## src/las_pkg.sv

```systemverilog
`timescale 1ns / 1ps

package las_pkg;

  localparam int CFG_W     = 8;
  localparam int ROW_W     = 8;
  localparam int COL_OUT_W = 7;

  // smallest grid side that still has an interior cell
  localparam int GRID_MIN = 3;

  typedef logic [CFG_W-1:0]     cfg_data_t;
  typedef logic [0:0]           cfg_idx_t;
  typedef logic [ROW_W-1:0]     row_t;
  typedef logic [COL_OUT_W-1:0] col_out_t;

  typedef enum logic [0:0] {
    CFG_GRID_WIDTH  = 1'b0,
    CFG_GRID_HEIGHT = 1'b1
  } cfg_reg_e;

  localparam cfg_data_t GRID_WIDTH_RST  = 8'd120;
  localparam cfg_data_t GRID_HEIGHT_RST = 8'd80;

endpackage

```

## src/las_stream_if.sv

```systemverilog
`timescale 1ns / 1ps

interface las_in_if;
  import las_pkg::*;

  logic valid;
  logic ready;
  logic cell_alive;
  logic first_of_frame;

  modport source (output valid, cell_alive, first_of_frame, input ready);
  modport sink   (input valid, cell_alive, first_of_frame, output ready);
endinterface

interface las_out_if;
  import las_pkg::*;

  logic     valid;
  logic     ready;
  logic     next_alive;
  row_t     out_row;
  col_out_t out_col;
  logic     last_of_frame;

  modport source (output valid, next_alive, out_row, out_col, last_of_frame, input ready);
  modport sink   (input valid, next_alive, out_row, out_col, last_of_frame, output ready);
endinterface

```

## src/life_automaton_stream.sv

```systemverilog
`timescale 1ns / 1ps

// One generation of Life (B3/S23) over a grid with a dead border.
// cell_i carries the current generation one cell per request in raster
// order; first_of_frame restarts the position counters at row 0, column 0.
// res_o carries the next state of each interior cell, one row and one
// column behind the input, with its row, column and a last-of-frame flag.
// Border positions produce no request on res_o.
// grid_width and grid_height are written through the cfg port while the
// block is idle; out-of-range values are clamped to 3..MAX_COLUMNS and
// 3..255.
// A result is registered after its input is accepted: first in the
// line-store read register, then in the result register.
// Throughput: one cell per cycle unless a held result stalls it, set by
// the single read and write port of each line store used once per cell.
// After reset the line stores are cleared, one column per cycle, and
// cell_i.ready stays low until the last column is cleared.
// When res_o stalls, the pending result holds; cells that produce no
// result keep flowing, and cell_i.ready drops only once a result-bearing
// cell would have to wait behind the held one.
module life_automaton_stream #(
  parameter int MAX_COLUMNS = 128
) (
  input  logic              clk_i,
  input  logic              rst_ni,
  input  logic              cfg_we_i,
  input  las_pkg::cfg_idx_t  cfg_index_i,
  input  las_pkg::cfg_data_t cfg_data_i,
  las_in_if.sink            cell_i,
  las_out_if.source         res_o
);
  import las_pkg::*;

  localparam int CW   = $clog2(MAX_COLUMNS);
  localparam int WRAW = $clog2(MAX_COLUMNS + 1);
  localparam int UW   = (WRAW > CFG_W) ? WRAW : CFG_W;

  typedef logic [CW-1:0] col_t;
  typedef logic [UW-1:0] wide_t;

  typedef struct packed {
    col_t     col;
    row_t     row;
    logic     cur;
    logic     emit;
    logic     last;
    row_t     out_row;
    col_out_t out_col;
  } stage_t;

  typedef struct packed {
    logic     next_alive;
    row_t     out_row;
    col_out_t out_col;
    logic     last_of_frame;
  } result_t;

  // configuration
  cfg_data_t grid_width_q, grid_height_q;
  wide_t     w_used;
  row_t      h_used;

  // counters and clearing pass
  row_t  row_q, row_d;
  col_t  col_q, col_d;
  logic  clr_active_q;
  col_t  clr_addr_q;

  // line stores
  logic upper_mem  [MAX_COLUMNS];
  logic middle_mem [MAX_COLUMNS];
  logic up_rd_q, mid_rd_q;

  // pipeline
  logic    s1_valid_q, s1_adv;
  stage_t  s1_q, s1_d;
  logic [8:0] win_q, win_d;
  logic    out_valid_q;
  result_t out_q, out_d;

  logic  acc, fwd;
  row_t  row_base;
  col_t  col_base;
  wide_t col_ext, col_inc, col_m1;
  logic [ROW_W:0] row_inc;
  logic  border;
  logic [3:0] nbr_count;

  always_ff @(posedge clk_i or negedge rst_ni) begin
    if (!rst_ni) begin
      grid_width_q  <= GRID_WIDTH_RST;
      grid_height_q <= GRID_HEIGHT_RST;
    end else if (cfg_we_i) begin
      case (cfg_reg_e'(cfg_index_i))
        CFG_GRID_WIDTH:  grid_width_q  <= cfg_data_i;
        CFG_GRID_HEIGHT: grid_height_q <= cfg_data_i;
        default: ;
      endcase
    end
  end

  always_comb begin
    if (UW'(grid_width_q) < UW'(GRID_MIN)) begin
      w_used = UW'(GRID_MIN);
    end else if (UW'(grid_width_q) > UW'(MAX_COLUMNS)) begin
      w_used = UW'(MAX_COLUMNS);
    end else begin
      w_used = UW'(grid_width_q);
    end
    h_used = (grid_height_q < ROW_W'(GRID_MIN)) ? ROW_W'(GRID_MIN) : grid_height_q;
  end

  // handshake
  assign s1_adv       = s1_valid_q && (!s1_q.emit || !out_valid_q || res_o.ready);
  assign cell_i.ready = !clr_active_q && (!s1_valid_q || s1_adv);
  assign acc          = cell_i.valid && cell_i.ready;

  // position, border and emit decode of the accepted cell
  always_comb begin
    row_base = cell_i.first_of_frame ? '0 : row_q;
    col_base = cell_i.first_of_frame ? '0 : col_q;
    col_ext  = UW'(col_base);
    col_inc  = col_ext + UW'(1);
    col_m1   = col_ext - UW'(1);
    row_inc  = {1'b0, row_base} + (ROW_W+1)'(1);

    border = (row_base == '0) || (row_base >= h_used - ROW_W'(1)) ||
             (col_ext == '0) || (col_ext >= w_used - UW'(1));

    s1_d.col     = col_base;
    s1_d.row     = row_base;
    s1_d.cur     = cell_i.cell_alive && !border;
    s1_d.emit    = (row_base >= ROW_W'(2)) && (row_base <= h_used - ROW_W'(1)) &&
                   (col_ext >= UW'(2)) && (col_ext <= w_used - UW'(1));
    s1_d.last    = (row_base == h_used - ROW_W'(1)) && (col_ext == w_used - UW'(1));
    s1_d.out_row = row_base - ROW_W'(1);
    s1_d.out_col = col_m1[COL_OUT_W-1:0];

    if (col_inc >= w_used) begin
      col_d = '0;
      row_d = (row_inc >= {1'b0, h_used}) ? '0 : row_inc[ROW_W-1:0];
    end else begin
      col_d = col_inc[CW-1:0];
      row_d = row_base;
    end
  end

  always_ff @(posedge clk_i or negedge rst_ni) begin
    if (!rst_ni) begin
      row_q <= '0;
      col_q <= '0;
    end else if (acc) begin
      row_q <= row_d;
      col_q <= col_d;
    end
  end

  // sweep both line stores to zero after reset
  always_ff @(posedge clk_i or negedge rst_ni) begin
    if (!rst_ni) begin
      clr_active_q <= 1'b1;
      clr_addr_q   <= '0;
    end else if (clr_active_q) begin
      clr_addr_q <= clr_addr_q + CW'(1);
      if (clr_addr_q == CW'(MAX_COLUMNS - 1)) begin
        clr_active_q <= 1'b0;
      end
    end
  end

  // same column written back this edge: take the values being written
  assign fwd = s1_adv && (s1_q.col == col_base);

  always_ff @(posedge clk_i) begin
    if (acc) begin
      up_rd_q  <= fwd ? mid_rd_q : upper_mem[col_base];
      mid_rd_q <= fwd ? s1_q.cur : middle_mem[col_base];
    end
  end

  always_ff @(posedge clk_i) begin
    if (clr_active_q) begin
      upper_mem[clr_addr_q]  <= 1'b0;
      middle_mem[clr_addr_q] <= 1'b0;
    end else if (s1_adv) begin
      upper_mem[s1_q.col]  <= mid_rd_q;
      middle_mem[s1_q.col] <= s1_q.cur;
    end
  end

  always_ff @(posedge clk_i) begin
    if (acc) begin
      s1_q <= s1_d;
    end
  end

  always_ff @(posedge clk_i or negedge rst_ni) begin
    if (!rst_ni) begin
      s1_valid_q <= 1'b0;
    end else if (acc) begin
      s1_valid_q <= 1'b1;
    end else if (s1_adv) begin
      s1_valid_q <= 1'b0;
    end
  end

  // window: columns oldest to newest, each upper/middle/current from low bit
  always_comb begin
    logic [8:0] nbr;
    win_d = {s1_q.cur, mid_rd_q, up_rd_q, win_q[8:3]};
    nbr   = win_d & 9'h1EF;
    nbr_count = '0;
    for (int i = 0; i < 9; i++) begin
      nbr_count = nbr_count + 4'(nbr[i]);
    end
    out_d.next_alive    = (nbr_count == 4'd3) || ((nbr_count == 4'd2) && win_d[4]);
    out_d.out_row       = s1_q.out_row;
    out_d.out_col       = s1_q.out_col;
    out_d.last_of_frame = s1_q.last;
  end

  always_ff @(posedge clk_i or negedge rst_ni) begin
    if (!rst_ni) begin
      win_q <= '0;
    end else if (s1_adv) begin
      win_q <= win_d;
    end
  end

  always_ff @(posedge clk_i) begin
    if (s1_adv && s1_q.emit) begin
      out_q <= out_d;
    end
  end

  always_ff @(posedge clk_i or negedge rst_ni) begin
    if (!rst_ni) begin
      out_valid_q <= 1'b0;
    end else if (s1_adv && s1_q.emit) begin
      out_valid_q <= 1'b1;
    end else if (res_o.ready) begin
      out_valid_q <= 1'b0;
    end
  end

  assign res_o.valid         = out_valid_q;
  assign res_o.next_alive    = out_q.next_alive;
  assign res_o.out_row       = out_q.out_row;
  assign res_o.out_col       = out_q.out_col;
  assign res_o.last_of_frame = out_q.last_of_frame;

  a_no_accept_while_clearing : assert property (
    @(posedge clk_i) disable iff (!rst_ni)
    clr_active_q |-> !cell_i.ready
  ) else $error("cell accepted during line store clear");

  a_frame_restart : assert property (
    @(posedge clk_i) disable iff (!rst_ni)
    (acc && cell_i.first_of_frame) |=> (s1_q.row == '0 && s1_q.col == '0)
  ) else $error("frame restart did not reset position");

  a_col_in_range : assert property (
    @(posedge clk_i) disable iff (!rst_ni)
    UW'(col_q) < UW'(MAX_COLUMNS)
  ) else $error("column counter beyond line store depth");

  a_result_interior : assert property (
    @(posedge clk_i) disable iff (!rst_ni)
    res_o.valid |-> (res_o.out_row != '0)
  ) else $error("result emitted for a border row");

endmodule

```

## src/flat_wrapper.sv

```systemverilog
// flat-port wrapper written by rule: the top's interface ports become plain ports
module life_automaton_stream_flat import las_pkg::*;
#(
  parameter int MAX_COLUMNS = 128
)
  (clk_i, rst_ni, cfg_we_i, cfg_index_i, cfg_data_i, cell_i_valid, cell_i_cell_alive, cell_i_first_of_frame, cell_i_ready, res_o_valid, res_o_next_alive, res_o_out_row, res_o_out_col, res_o_last_of_frame, res_o_ready);
  las_in_if cell_i_i ();
  las_out_if res_o_i ();
  input  logic clk_i;
  input  logic rst_ni;
  input  logic cfg_we_i;
  input  las_pkg::cfg_idx_t cfg_index_i;
  input  las_pkg::cfg_data_t cfg_data_i;
  input wire logic [$bits(cell_i_i.valid)-1:0] cell_i_valid;
  input wire logic [$bits(cell_i_i.cell_alive)-1:0] cell_i_cell_alive;
  input wire logic [$bits(cell_i_i.first_of_frame)-1:0] cell_i_first_of_frame;
  output wire logic [$bits(cell_i_i.ready)-1:0] cell_i_ready;
  output wire logic [$bits(res_o_i.valid)-1:0] res_o_valid;
  output wire logic [$bits(res_o_i.next_alive)-1:0] res_o_next_alive;
  output wire logic [$bits(res_o_i.out_row)-1:0] res_o_out_row;
  output wire logic [$bits(res_o_i.out_col)-1:0] res_o_out_col;
  output wire logic [$bits(res_o_i.last_of_frame)-1:0] res_o_last_of_frame;
  input wire logic [$bits(res_o_i.ready)-1:0] res_o_ready;
  assign cell_i_i.valid = cell_i_valid;
  assign cell_i_i.cell_alive = cell_i_cell_alive;
  assign cell_i_i.first_of_frame = cell_i_first_of_frame;
  assign cell_i_ready = cell_i_i.ready;
  assign res_o_valid = res_o_i.valid;
  assign res_o_next_alive = res_o_i.next_alive;
  assign res_o_out_row = res_o_i.out_row;
  assign res_o_out_col = res_o_i.out_col;
  assign res_o_last_of_frame = res_o_i.last_of_frame;
  assign res_o_i.ready = res_o_ready;
  life_automaton_stream #(.MAX_COLUMNS(MAX_COLUMNS)) u_core (.clk_i(clk_i), .rst_ni(rst_ni), .cfg_we_i(cfg_we_i), .cfg_index_i(cfg_index_i), .cfg_data_i(cfg_data_i), .cell_i(cell_i_i), .res_o(res_o_i));
endmodule
```

## config.mk

```make
export PLATFORM = sky130hd
export DESIGN_NAME = life_automaton_stream_flat
export DESIGN_NICKNAME = d
export VERILOG_FILES = /design/src/las_pkg.sv /design/src/las_stream_if.sv /design/src/life_automaton_stream.sv /design/src/flat_wrapper.sv
export SDC_FILE = /design/constraint.sdc
export NUM_CORES = 1
export LEC_CHECK = 0
export ABC_AREA = 0
export BUFFER_PORTS_ARGS = -buffer_cell sky130_fd_sc_hd__buf_4
export CAP_MARGIN = 30
export CORE_MARGIN = 1
export CORE_UTILIZATION = 45
export DETAILED_ROUTE_END_ITERATION = 8
export PLACE_DENSITY = 0.63
export RECOVER_POWER = 50
export SYNTH_ARGS = -nofsm -noshare
export SYNTH_HDL_FRONTEND = slang
export SYNTH_SLANG_ARGS = --single-unit
```

## constraint.sdc

```tcl
create_clock -name clk_i -period 15.8 [get_ports clk_i]
set_clock_uncertainty 0.05 [all_clocks]
set_input_delay 1.58 -clock clk_i [delete_from_list [all_inputs] [get_ports clk_i]]
set_output_delay 1.58 -clock clk_i [all_outputs]
set_load 0.03 [all_outputs]
```

==> results of run 1 <==
-- power groups by stage --
stage	Sequential [W]	Clock [W]	Combinational (W)
after floorplan	0.00107	0	0.000245
after global placement	0.00108	0	0.000327
after detailed placement	0.00108	0	0.000338
after CTS	0.00106	0.000886	0.000340
after global routing	0.00107	0.000919	0.000365
final	0.00106	0.000873	0.000331
-- flip-flops by register name, indices dropped and copies added, names as in the netlist --
name and flops:
u_core.grid_width_q 8, u_core.up_rd_q 1, u_core.out_d 16, u_core.col_q 7, u_core.win_q 6, u_core.clr_addr_q 7, u_core.s1_valid_q 1, u_core.res_o.valid 1
u_core.res_o.last_of_frame 1, u_core.row_q 8, u_core.res_o.next_alive 1, u_core.clr_active_q 1, u_core.mid_rd_q 1, u_core.s1_q 9, u_core.upper_mem 128, u_core.grid_height_q 8
u_core.middle_mem 128, u_core.res_o.out_col 7, u_core.res_o.out_row 8
-- cells in the mapped netlist, types with 10 or more instances --
master	count	share of area, %
sky130_fd_sc_hd__nand2_1	123	2.8
sky130_fd_sc_hd__nor2_1	158	3.7
sky130_fd_sc_hd__mux2i_1	42	2.6
sky130_fd_sc_hd__mux2_2	56	3.9
sky130_fd_sc_hd__buf_2	20	0.62
sky130_fd_sc_hd__a211oi_1	15	0.69
sky130_fd_sc_hd__a31oi_1	23	0.89
sky130_fd_sc_hd__clkbuf_1	36	0.83
sky130_fd_sc_hd__o21ai_0	71	2.2
sky130_fd_sc_hd__nand3_1	35	1.1
sky130_fd_sc_hd__xor2_1	10	0.54
sky130_fd_sc_hd__dfrtp_1	40	6.2
sky130_fd_sc_hd__nor2b_1	22	0.85
sky130_fd_sc_hd__nand2b_1	16	0.62
sky130_fd_sc_hd__inv_1	34	0.79
sky130_fd_sc_hd__nor3_1	14	0.43
sky130_fd_sc_hd__edfxtp_1	300	55
sky130_fd_sc_hd__ha_1	45	3.5
sky130_fd_sc_hd__a21oi_1	47	1.4
sky130_fd_sc_hd__xnor2_1	32	1.7
-- logic make-up after synthesis --
group / after synthesis / share of synthesized area, %
AND/OR/NAND/NOR: 411 / 11.27
flip-flops: 347 / 62.74
AO/OA/AOI/OAI: 229 / 9.056
multiplexers: 109 / 7.993
buffers and inverters: 103 / 2.718
adder cells (fa/ha/maj): 49 / 3.958
XOR/XNOR: 42 / 2.264
-- critical path, delay by kind of cell --
family / cells / cell delay (ns)
buffers and inverters: 4 / 2.61
AND/OR/NAND/NOR: 2 / 2.01
AO/OA/AOI/OAI: 4 / 1.48
adder cells (fa/ha/maj): 1 / 0.34
multiplexers: 1 / 0.15
-- worst min-delay path by stage --
| stage | start | end | slack, ns | cells past startpoint |
|---|---|---|---|---|
| floorplan | u_core.out_d[0] | u_core.res_o.last_of_frame | 0.35 | 0 |
| global placement | u_core.out_d[11] | u_core.res_o.out_row[3] | 0.35 | 0 |
| detailed placement | u_core.out_d[5] | u_core.res_o.out_col[4] | 0.36 | 0 |
| CTS | u_core.out_d[5] | u_core.res_o.out_col[4] | 0.37 | 0 |
| global route | u_core.out_d[14] | u_core.res_o.out_row[6] | 0.38 | 0 |
| finish | u_core.out_d[10] | u_core.res_o.out_row[2] | 0.37 | 0 |
-- cell type report --
cell class	count	share of cell area [%]
clock inverter	29	1.451
multi-input combinational	840	31.01
inverter	37	0.7671
timing repair buffer	55	1.963
clock buffer	40	5.293
tap	461	3.186
sequential	347	56.33
-- metrics by stage --
step	std cells	total power, W
CTS	1809	0.002287
global placement	1733	0.001407
global route	1809	0.002351
detailed placement	1740	0.001418
finish	1809	0.002268
floorplan	1290	0.001317
-- metal layers --
metal / track usage [%] / vias up / part of all wire (%)
li1: - / 4836 / -
met1: 28.78 / 5289 / 44
met2: 35.06 / 300 / 48
met3: 3.234 / 76 / 5.5
met4: 7.935 / 0 / 3.1
met5: 0 / - / 0
==> run summary, run 1 <==
* **Post-Syn Area** 16250 um^2
* **slew at the pin closest to its max-slew limit** 3.520 ns
* **core utilization of the finished layout** 50.90%
* **most frequent cells in the layout** sky130_fd_sc_hd__edfxtp_1, sky130_fd_sc_hd__nor2_1, sky130_fd_sc_hd__nand2_1
* **fraction of power spent switching nets** 26.25%
* **hpwl dp** 24.99 mm
* **post-DR vias/cell** 5.805
* **Critical Path AT** 8.21 ns
* **Post-CTS Setup Bufs** 0
* **Warnings, synthesis** 0
* **vias in the first global route** 10490
* **Tcrit/Tclk final** 49.71%
* **Crit path required time** 16.16 ns
* **hold_buf cts** 0
* **width of the die** 192.0 um
* **number of design rule violations left after detail routing** 0
* **aggregate routed wire length** 38.40 mm
* **Combinational Power Share** 14.6%
* **fraction of synthesis flops using an asynchronous set or reset pin** 13.54%
* **Place WS** 9.988 ns
* **weighted congestion at the end of routability-driven global placement** 0.8850
* **Clock H-tree levels** 2
* **type of origin of the critical path** input port
* **count of nets after finishing** 1384
* **wire length of the first global-routing pass** 59.48 mm
* **buffer levels on the longest clock path** 3
* **number of enable-type register cells in the synthesized netlist** 300
* **cells along the critical path** clkbuf_1, nor2b_1, clkbuf_1, inv_1, buf_4, nor3_1, mux2i_1, ha_1, o2111ai_1, a311oi_2, o21ai_0, a22o_1
* **kind of end point of the critical path** flip-flop
* **number of antenna violations at the first check in global routing** 0
* **number of nets with antenna violations after routing** 0
* **switching power summed over all nets** 0.0005952 W
* **register area** 10200 um^2
* **aggregate negative setup slack** 0 ns
* **Post-Syn Nets** 1355
* **register-to-register setup slack** 9.04 ns
* **leakage power summed over all cells** 6.306 nW
* **endpoint of the most critical setup path** u_core.row_q[3]
* **gr ovfl total** 0
* **portion of total power attributed to the clock network** 38.5%
* **final setup margin** 7.946 ns
* **type of the setup path with the least slack** input port to flip-flop
* **total via count after detailed routing** 10500
* **share of final-layout standard cells stronger than drive strength 1** 12.39%
* **Core ar.** 35570 um^2
* **final antenna diode count** 0
* **1st-pass router iterations** 5
* **syn avg cell area** 12.60 um^2
* **Max Fclk** 0.1273 GHz
* **Post-DP Area** 17030 um^2
* **library cells used by synthesis** 63
* **most common library cell in the layout ignoring fill and taps** sky130_fd_sc_hd__edfxtp_1
* **slowest stage cell, crit path** sky130_fd_sc_hd__nor2b_1
* **commonest register cell after synthesis** sky130_fd_sc_hd__edfxtp_1
* **number of inserted filler cells in the final layout** 3124
* **maximum net fanout on the critical path** 37
* **overall track demand over capacity in global routing** 21.40%
* **final hold slack** 0.3683 ns
* **setup violation total in the final timing report** 0
* **largest stage delay on the critical path** 1.66 ns
* **area growth from synthesis to final layout** 11.44%
* **maximum number of pins on one net before global-route repair** 83
* **cells after synthesis** 1290
* **Critical Path Source** cell_i_first_of_frame
* **internal power** 0.001672 W
* **dominant cell type by count on the critical path** sky130_fd_sc_hd__clkbuf_1
* **Worst-path clk slew** 0.06 ns
* **average wire per standard cell** 21.23 um
* **number of instances resized during post-cts repair** 0
* **number of max-slew violations in the final report** 274
* **worst reg-to-reg path cell count** 6
* **area of the multi-input gates** 5615 um^2
* **unrepaired setup endpoints after global routing** no
* **largest voltage drop on the vdd net** 0.1405 mV
* **height of the die** 192.0 um
* **Clock Sinks** 347
* **count of routing violations after the opening detailed-route iteration** 977
* **reg-to-reg startpoint** u_core.clr_active_q
* **number of top-level pins** 35
* **time the final worst path needs with I/O delays and setup** 7.854 ns
* **Cell Pwr Density** 125.2 nW/um^2
* **reg2reg end** u_core.upper_mem[45]
* **cell at the root of the clock tree** sky130_fd_sc_hd__clkbuf_16
* **relative max-transition margin** -134.7%
* **count of endpoints failing hold in the final timing report** 0
* **clock buffer count from CTS** 38
* **Final Instance Area** 18110 um^2
* **status** complete, but fails checks
* **part of the power in registers** 46.9%
* **source-to-sink clock delay at the later pin of the worst-skew pair** 0.53 ns
* **violated checks** max-capacitance violations, max-slew violations
* **share of synthesized area occupied by flip-flops and latches** 62.74%
* **initial standard-cell utilization of the core** 45.68%
* **Die ar.** 36870 um^2
* **max capacitance violation total** 7
* **Buffers on Ports** 34
* **clock tree from TritonCTS** built
* **kind of path behind the tightest hold check** flip-flop to flip-flop
* **count of standard-cell rows** 69
* **register bit count reported by yosys** 347
Power figures use the tool's default switching activity.
==> run 2: changes to the inputs <==
--- a/config.mk
+++ b/config.mk
@@ -5,13 +5,13 @@
 export SDC_FILE = /design/constraint.sdc
 export NUM_CORES = 1
 export LEC_CHECK = 0
-export ABC_AREA = 0
+export ABC_AREA = 1
 export BUFFER_PORTS_ARGS = -buffer_cell sky130_fd_sc_hd__buf_4
 export CAP_MARGIN = 30
 export CORE_MARGIN = 1
 export CORE_UTILIZATION = 45
 export DETAILED_ROUTE_END_ITERATION = 8
-export PLACE_DENSITY = 0.63
+export PLACE_DENSITY = 0.66
 export RECOVER_POWER = 50
 export SYNTH_ARGS = -nofsm -noshare
 export SYNTH_HDL_FRONTEND = slang
==> constraint.sdc (replaced) <==
create_clock -name clk_i -period 7.2 [get_ports clk_i]
set_clock_uncertainty 0.05 [all_clocks]
set_input_delay 0.72 -clock clk_i [delete_from_list [all_inputs] [get_ports clk_i]]
set_output_delay 0.72 -clock clk_i [all_outputs]
set_load 0.03 [all_outputs]
==> run 2 against run 1 <==
Net effect:
- the run still ends with max-capacitance violations, max-slew violations left
- clock-buffer cell count increased by 7
- worst hold slack worse by 0.0012 ns
- combinational power rose to 4.3 times the previous value
- critical path type unchanged
- critical endpoint is now u_core.row_q[0]
- largest cell class unchanged
- highest routed layer unchanged
==> run summary, run 2 <==
* **Max Fclk** 0.1948 GHz
* **cells after synthesis** 1791, +39%
* **number of enable-type register cells in the synthesized netlist** 300, unchanged
* **post-DR vias/cell** 5.292, -8.8%
* **most frequent cells in the layout** sky130_fd_sc_hd__nand2_1, sky130_fd_sc_hd__edfxtp_1, sky130_fd_sc_hd__nor2_1
* **count of nets after finishing** 1881, +36%
* **type of the setup path with the least slack** input port to flip-flop
* **most area-consuming cells after synthesis** sky130_fd_sc_hd__edfxtp_1, sky130_fd_sc_hd__nand2_1, sky130_fd_sc_hd__nor2_1, sky130_fd_sc_hd__dfrtp_1, sky130_fd_sc_hd__inv_1
* **setup violation total in the final timing report** 0, unchanged
* **reg2reg end** u_core.row_q[0]
* **hold_buf cts** 0, unchanged
* **weighted congestion at the end of routability-driven global placement** 0.8661, -2.1%
* **number of design rule violations left after detail routing** 0, unchanged
* **most common library cell in the layout ignoring fill and taps** sky130_fd_sc_hd__nand2_1
* **register-to-register setup slack** 2.07 ns, -6.97 ns
* **Cell Pwr Density** 315.9 nW/um^2, +150%
* **width of the die** 196.0 um, +2.1%
* **dominant cell by count in the synthesized netlist** sky130_fd_sc_hd__nand2_1
* **largest voltage drop on the vdd net** 0.1752 mV, +25%
* **Critical Path AT** 5.43 ns, -2.78 ns
* **relative max-transition margin** -79.38%, +55 points
* **count of routing violations after the opening detailed-route iteration** 1042, +6.7%
* **number of inserted filler cells in the final layout** 3334, +6.7%
* **violated checks** max-capacitance violations, max-slew violations
* **maximum net fanout on the critical path** 22, -41%
* **commonest register cell after synthesis** sky130_fd_sc_hd__edfxtp_1
* **Post-Syn Nets** 1856, +37%
* **clock buffer count from CTS** 38, unchanged
* **kind of path behind the tightest hold check** flip-flop to flip-flop
* **number of antenna violations at the first check in global routing** 0, unchanged
* **final hold slack** 0.3671 ns, -0.001183 ns
* **Power Total** 0.005935 W, +160%
* **buffer levels on the longest clock path** 3, unchanged
* **Post-Syn Area** 16930 um^2, +4.2%
* **gr ovfl total** 0, unchanged
* **share of synthesized area occupied by flip-flops and latches** 60.19%, -2.5 points
* **clock tree from TritonCTS** built
* **Warnings, synthesis** 0, unchanged
* **share of final-layout standard cells stronger than drive strength 1** 6.565%, -5.8 points
* **number of max-slew violations in the final report** 208, -24%
* **cell at the root of the clock tree** sky130_fd_sc_hd__clkbuf_16
* **worst reg-to-reg path cell count** 16, +10
* **end point of the worst hold path** u_core.res_o.out_col[1]
* **unrepaired setup endpoints after global routing** no
* **reg-to-reg startpoint** u_core.col_q[2]
* **number of nets with antenna violations after routing** 0, unchanged
* **count of endpoints failing hold in the final timing report** 0, unchanged
* **hpwl dp** 24.16 mm, -3.3%
* **height of the die** 196.0 um, +2.1%
* **aggregate routed wire length** 39.01 mm, +1.6%
* **Die ar.** 38410 um^2, +4.2%
* **total via count after detailed routing** 12230, +16%
* **number of instances resized during post-cts repair** 0, unchanged
* **Clock H-tree levels** 2, unchanged
* **Clock Sinks** 347, unchanged
* **Crit path required time** 7.50 ns, -8.66 ns
* **cell depth of the worst hold path** 0, unchanged
* **number of top-level pins** 35, unchanged
* **time the final worst path needs with I/O delays and setup** 5.133 ns
* **area growth from synthesis to final layout** 10.93%
* **most area-hungry cell type in the Yosys netlist** sky130_fd_sc_hd__edfxtp_1
* **average wire per standard cell** 16.88 um, -20%
* **slew at the pin closest to its max-slew limit** 2.691 ns, -0.8293 ns
* **type of origin of the critical path** input port
* **library cells used by synthesis** 40, -37%
* **final antenna diode count** 0, unchanged
* **syn avg cell area** 9.456 um^2, -25%
* **max capacitance violation total** 4, -3
* **most frequent cells after synthesis** sky130_fd_sc_hd__nand2_1, sky130_fd_sc_hd__edfxtp_1, sky130_fd_sc_hd__nor2_1
* **overall track demand over capacity in global routing** 20.65%, -0.75 points
* **status** complete, but fails checks
* **leakage power summed over all cells** 7.878 nW, +25%
* **Buffers on Ports** 34, unchanged
* **vias in the first global route** 11670, +11%
* **Core ar.** 36790 um^2, +3.4%
* **Post-CTS Setup Bufs** 0, unchanged
* **maximum number of pins on one net before global-route repair** 88, +6.0%
* **kind of end point of the critical path** flip-flop
* **initial standard-cell utilization of the core** 46.04%, +0.36 points
* **Tcrit/Tclk final** 71.30%
* **fraction of synthesis flops using an asynchronous set or reset pin** 13.54%, unchanged
* **aggregate negative setup slack** 0 ns, unchanged
* **Worst-path clk slew** 0.06 ns, about the same
* **wire length of the first global-routing pass** 61.93 mm, +4.1%
* **register bit count reported by yosys** 347, unchanged
* **count of standard-cell rows** 70, +1.4%
* **1st-pass router iterations** 5, unchanged
* **beginning of the worst hold path** u_core.out_d[2]
* **source-to-sink clock delay at the later pin of the worst-skew pair** 0.53 ns, about the same
* **share of Yosys cell area claimed by the top area cell type** 53.20%, -2.2 points
## run 2: metal layers
metal	GRT usage, %	wire length (um)
met1	27.13	16800
met2	34.64	18350
met3	3.215	2588
met4	7.552	1273
met5	0	0
## run 2: how the worst max path moves through the flow
| stage | from | end | slack (ns) | depth (start not counted) |
|---|---|---|---|---|
| after detailed placement | cell_i_first_of_frame | u_core.row_q[0] | 2.95 | 18 |
| after CTS | u_core.col_q[0] | u_core.row_q[0] | 3.09 | 16 |
| after global routing | u_core.col_q[2] | u_core.row_q[0] | 1.59 | 16 |
| after global placement | cell_i_first_of_frame | u_core.row_q[0] | 2.51 | 16 |
| after floorplan | res_o_ready | u_core.upper_mem[0] | 0.02 | 5 |
| final | cell_i_first_of_frame | u_core.row_q[0] | 2.07 | 16 |
## run 2: cell type report
class / count / area (um^2) / area share [%]
timing repair buffer: 55 / 319.1 / 1.698
sequential: 347 / 10190 / 54.26
inverter: 245 / 924.6 / 4.922
multi-input combinational: 1129 / 5474 / 29.14
tap: 468 / 585.6 / 3.117
clock inverter: 20 / 284.0 / 1.512
clock buffer: 47 / 1006 / 5.355
## run 2: cells by family (layout without fill, tap and decap cells)
kind of cell	Yosys count	count (layout)	share of synthesized area, %
DFF	347	347	60.19
buffers and inverters	315	367	7.543
and+or+nand+nor	877	877	21.25
adders and majority gates	49	49	3.798
xor gates and xnor gates	31	31	1.603
AOI/OAI and AO/OA	172	172	5.615
## run 2: metrics by stage
| step | instance area (um^2) | utilization, % | setup slack [ns] | cells |
|---|---|---|---|---|
| 6_report | 18790 | 51.07 | 2.067 | 2311 |
| 5_1_grt | 18790 | 51.07 | 1.594 | 2311 |
| 4_1_cts | 18910 | 51.39 | 3.085 | 2311 |
| 3_5_place_dp | 17620 | 47.89 | 2.950 | 2244 |
| 3_3_place_gp | 17600 | 47.85 | 2.510 | 2243 |
| 2_1_floorplan | 16940 | - | 0.01885 | 1791 |
## run 2: where the power goes
part | internal, W | switching (W)
sequential | 0.00241 | 0.0000716
clock | 0.00124 | 0.000781
combinational | 0.000415 | 0.00101
total | 0.00407 | 0.00186
## run 2: critical path, cell delays in order
cell                       delay, ns
sky130_fd_sc_hd__buf_4          0.17
sky130_fd_sc_hd__nor2_2         0.10
sky130_fd_sc_hd__clkbuf_1       1.02
sky130_fd_sc_hd__inv_1          0.88
sky130_fd_sc_hd__nor3_1         0.55
sky130_fd_sc_hd__a21oi_1        0.12
sky130_fd_sc_hd__a31oi_1        0.24
sky130_fd_sc_hd__ha_1           0.27
sky130_fd_sc_hd__nand2_1        0.08
sky130_fd_sc_hd__nor2_1         0.05
sky130_fd_sc_hd__a211oi_1       0.17
sky130_fd_sc_hd__nand3_1        0.32
sky130_fd_sc_hd__inv_1          0.44
sky130_fd_sc_hd__o21ai_0        0.16
sky130_fd_sc_hd__nand2_1        0.07
sky130_fd_sc_hd__o21ai_0        0.07
==> run 3: changes to the inputs <==
==> constraint.sdc (replaced) <==
create_clock -name clk_i -period 4.44 [get_ports clk_i]
set_clock_uncertainty 0.05 [all_clocks]
set_input_delay 0.444 -clock clk_i [delete_from_list [all_inputs] [get_ports clk_i]]
set_output_delay 0.444 -clock clk_i [all_outputs]
set_load 0.03 [all_outputs]
==> run 3 against run 2 <==
Net effect:
- the flow still finishes with violations (max-capacitance violations, max-slew violations)
- global-route usage rose by 0.22 points
- combinational power rose by 64%
- final cell count rose by 0.43%
- via count fell by 0.39%
- wire length rose by 0.72%
- critical path depth fell by 3
- register-to-register slack got worse by 1.5 ns
- worst hold slack got worse by 0.26 ns
- cell area barely moved
- critical endpoint unchanged
==> run summary, run 3 (synthesis results as in run 2) <==
* **status** complete, but fails checks
* **violated checks** max-capacitance violations, max-slew violations
* **gr ovfl total** 0, unchanged
* **relative max-transition margin** -81.49%, -2.1 points
* **largest stage delay on the critical path** 1.06 ns, +0.04 ns
* **Clock H-tree levels** 2, unchanged
* **aggregate routed wire length** 39.30 mm, +0.72%
* **Clock Sinks** 347, unchanged
* **number of nets with antenna violations after routing** 0, unchanged
* **width of the die** 196.0 um, unchanged
* **number of instances resized during post-cts repair** 0, unchanged
* **final antenna diode count** 0, unchanged
* **core utilization of the finished layout** 51.11%, about the same
* **number of antenna violations at the first check in global routing** 0, unchanged
* **count of endpoints failing hold in the final timing report** 0, unchanged
* **Place WS** 0.8558 ns, -2.094 ns
* **Crit path required time** 4.71 ns, -2.79 ns
* **slowest stage cell, crit path** sky130_fd_sc_hd__clkbuf_1
* **cell depth of the worst hold path** 4, +4
* **beginning of the worst hold path** res_o_ready
* **reg2reg end** u_core.row_q[0]
* **number of design rule violations left after detail routing** 0, unchanged
* **maximum net fanout on the critical path** 21, -4.5%
* **Post-DP Area** 17670 um^2, +0.32%
* **Die ar.** 38410 um^2, unchanged
* **Worst-path clk slew** 0.06 ns, about the same
* **cell family with most CP delay** buffers and inverters
* **final setup margin** 0.5990 ns, -1.467 ns
* **Core ar.** 36790 um^2, unchanged
* **number of max-slew violations in the final report** 215, +3.4%
* **Cell Pwr Density** 505.4 nW/um^2, +60%
* **kind of end point of the critical path** flip-flop
* **Power Total** 0.009503 W, +60%
* **post-DR vias/cell** 5.249, -0.82%
* **max capacitance violation total** 5, +1
* **maximum number of pins on one net before global-route repair** 71, -19%
* **cells along the critical path** inv_1, nor2_2, clkbuf_1, xor2_1, ha_1, nand2_1, o21ai_0, nand2_1, nand3_1, inv_1, o21ai_0, nand2_1, o21ai_0
* **wire length of the first global-routing pass** 62.44 mm, +0.81%
* **Critical Path Source** u_core.col_q[2]
* **count of buffering cells on the critical path with inverters included** 3, -1
* **register-to-register setup slack** 0.60 ns, -1.47 ns
* **most frequent cells in the layout** sky130_fd_sc_hd__nand2_1, sky130_fd_sc_hd__edfxtp_1, sky130_fd_sc_hd__nor2_1
* **number of top-level pins** 35, unchanged
* **clock tree from TritonCTS** built
* **aggregate negative setup slack** 0 ns, unchanged
* **slew at the pin closest to its max-slew limit** 2.722 ns, +0.03155 ns
* **buffer levels on the longest clock path** 3, unchanged
* **unrepaired setup endpoints after global routing** no
* **gr busiest metal** met2
* **weighted congestion at the end of routability-driven global placement** 0.8994, +3.8%
* **clock buffer count from CTS** 39, +2.6%
* **worst reg-to-reg path cell count** 13, -3
* **count of routing violations after the opening detailed-route iteration** 1064, +2.1%
* **overall track demand over capacity in global routing** 20.87%, +0.22 points
* **largest voltage drop on the vdd net** 0.2861 mV, +63%
* **share of final-layout standard cells stronger than drive strength 1** 6.530%, -0.035 points
* **area growth from synthesis to final layout** 11.02%, about the same
* **Max Fclk** 0.2604 GHz
* **type of origin of the critical path** flip-flop
* **leakage power summed over all cells** 7.886 nW, about the same
* **global-route track usage on met3** 3.301%, +0.086 points
* **number of inserted filler cells in the final layout** 3373, +1.2%
* **total via count after detailed routing** 12180, -0.39%
* **hpwl dp** 24.77 mm, +2.5%
* **type of the setup path with the least slack** flip-flop to flip-flop
* **vias in the first global route** 11930, +2.2%
* **grt met2 use** 34.49%, -0.14 points
* **Final Instance Area** 18800 um^2, about the same
* **Critical Path AT** 4.11 ns, -1.32 ns
* **1st-pass router iterations** 5, unchanged
* **kind of path behind the tightest hold check** input port to flip-flop
* **end point of the worst hold path** u_core.res_o.valid
* **Buffers on Ports** 34, unchanged
* **source-to-sink clock delay at the later pin of the worst-skew pair** 0.54 ns, about the same
* **cell at the root of the clock tree** sky130_fd_sc_hd__clkbuf_16
* **setup violation total in the final timing report** 0, unchanged
* **Tcrit/Tclk final** 86.51%
* **height of the die** 196.0 um, unchanged
* **reg-to-reg startpoint** u_core.col_q[2]
* **count of standard-cell rows** 70, unchanged
* **initial standard-cell utilization of the core** 46.04%, unchanged
* **time the final worst path needs with I/O delays and setup** 3.841 ns
* **count of nets after finishing** 1889, +0.43%
* **most common library cell in the layout ignoring fill and taps** sky130_fd_sc_hd__nand2_1
* **GR Layer Usage met1** 28.38%, +1.2 points
* **average wire per standard cell** 16.93 um, +0.29%
==> run 3: cell types whose count changed in the layout (fill, tap and decap cells not counted), moves of 2 or more <==
cell and delta:
sky130_fd_sc_hd__clkbuf_8 +3, sky130_fd_sc_hd__buf_4 +6, sky130_fd_sc_hd__dfstp_2 -5, sky130_fd_sc_hd__clkinv_1 +2, sky130_fd_sc_hd__clkbuf_1 +2, sky130_fd_sc_hd__bufinv_16 -4
sky130_fd_sc_hd__dfstp_1 +5
==> run 3: worst min-delay path, stage by stage <==
cell and delay (ns):
sky130_fd_sc_hd__buf_4 0.08, sky130_fd_sc_hd__inv_1 0.04, sky130_fd_sc_hd__nand2_1 0.05, sky130_fd_sc_hd__nand2_1 0.04
==> run 3: what timing repair did <==
action | in CTS | in global routing
hold buffers | 1 | 0
endpoints found under the hold margin | 40 | 0
setup buffers | 0 | 0
==> run 3: layer usage <==
layer	share of wire [%]	routed length, um
met3	7.1	2804
met1	44	17190
met4	2.2	877
met5	0	0
met2	47	18430
==> run 3: worst max-delay path by stage <==
stage                           endpoint  slack (ns)  cells after the start
floorplan           u_core.middle_mem[0]        0.86                      6
finish                   u_core.row_q[0]        0.60                     13
detailed placement       u_core.row_q[0]        0.86                     16
global route             u_core.row_q[0]        0.32                     13
global placement         u_core.row_q[0]        0.96                     16
CTS                      u_core.row_q[0]        0.91                     17
==> run 3: per-stage QoR <==
step	cells	hold WS, ns
after floorplan	1791	0.09841
after global placement	2250	0.3493
after detailed placement	2250	0.3545
after CTS	2321	0.1026
after global routing	2321	0.09090
final	2321	0.1038
==> run 3: cell type report <==
type | count | area [um^2] | area share, %
multi-input combinational | 1129 | 5461 | 29.05
sequential | 347 | 10190 | 54.22
clock buffer | 52 | 1055 | 5.610
clock inverter | 18 | 205.2 | 1.091
timing repair buffer | 62 | 376.6 | 2.003
tap | 468 | 585.6 | 3.114
inverter | 245 | 924.6 | 4.918
==> run 3: power breakdown <==
part | leakage [nW] | total, W | internal [W] | switching, W
Combinational | 3.92 | 0.00234 | 0.000680 | 0.00166
Sequential | 3.35 | 0.00401 | 0.00391 | 0.0000998
Clock | 0.611 | 0.00316 | 0.00186 | 0.00130
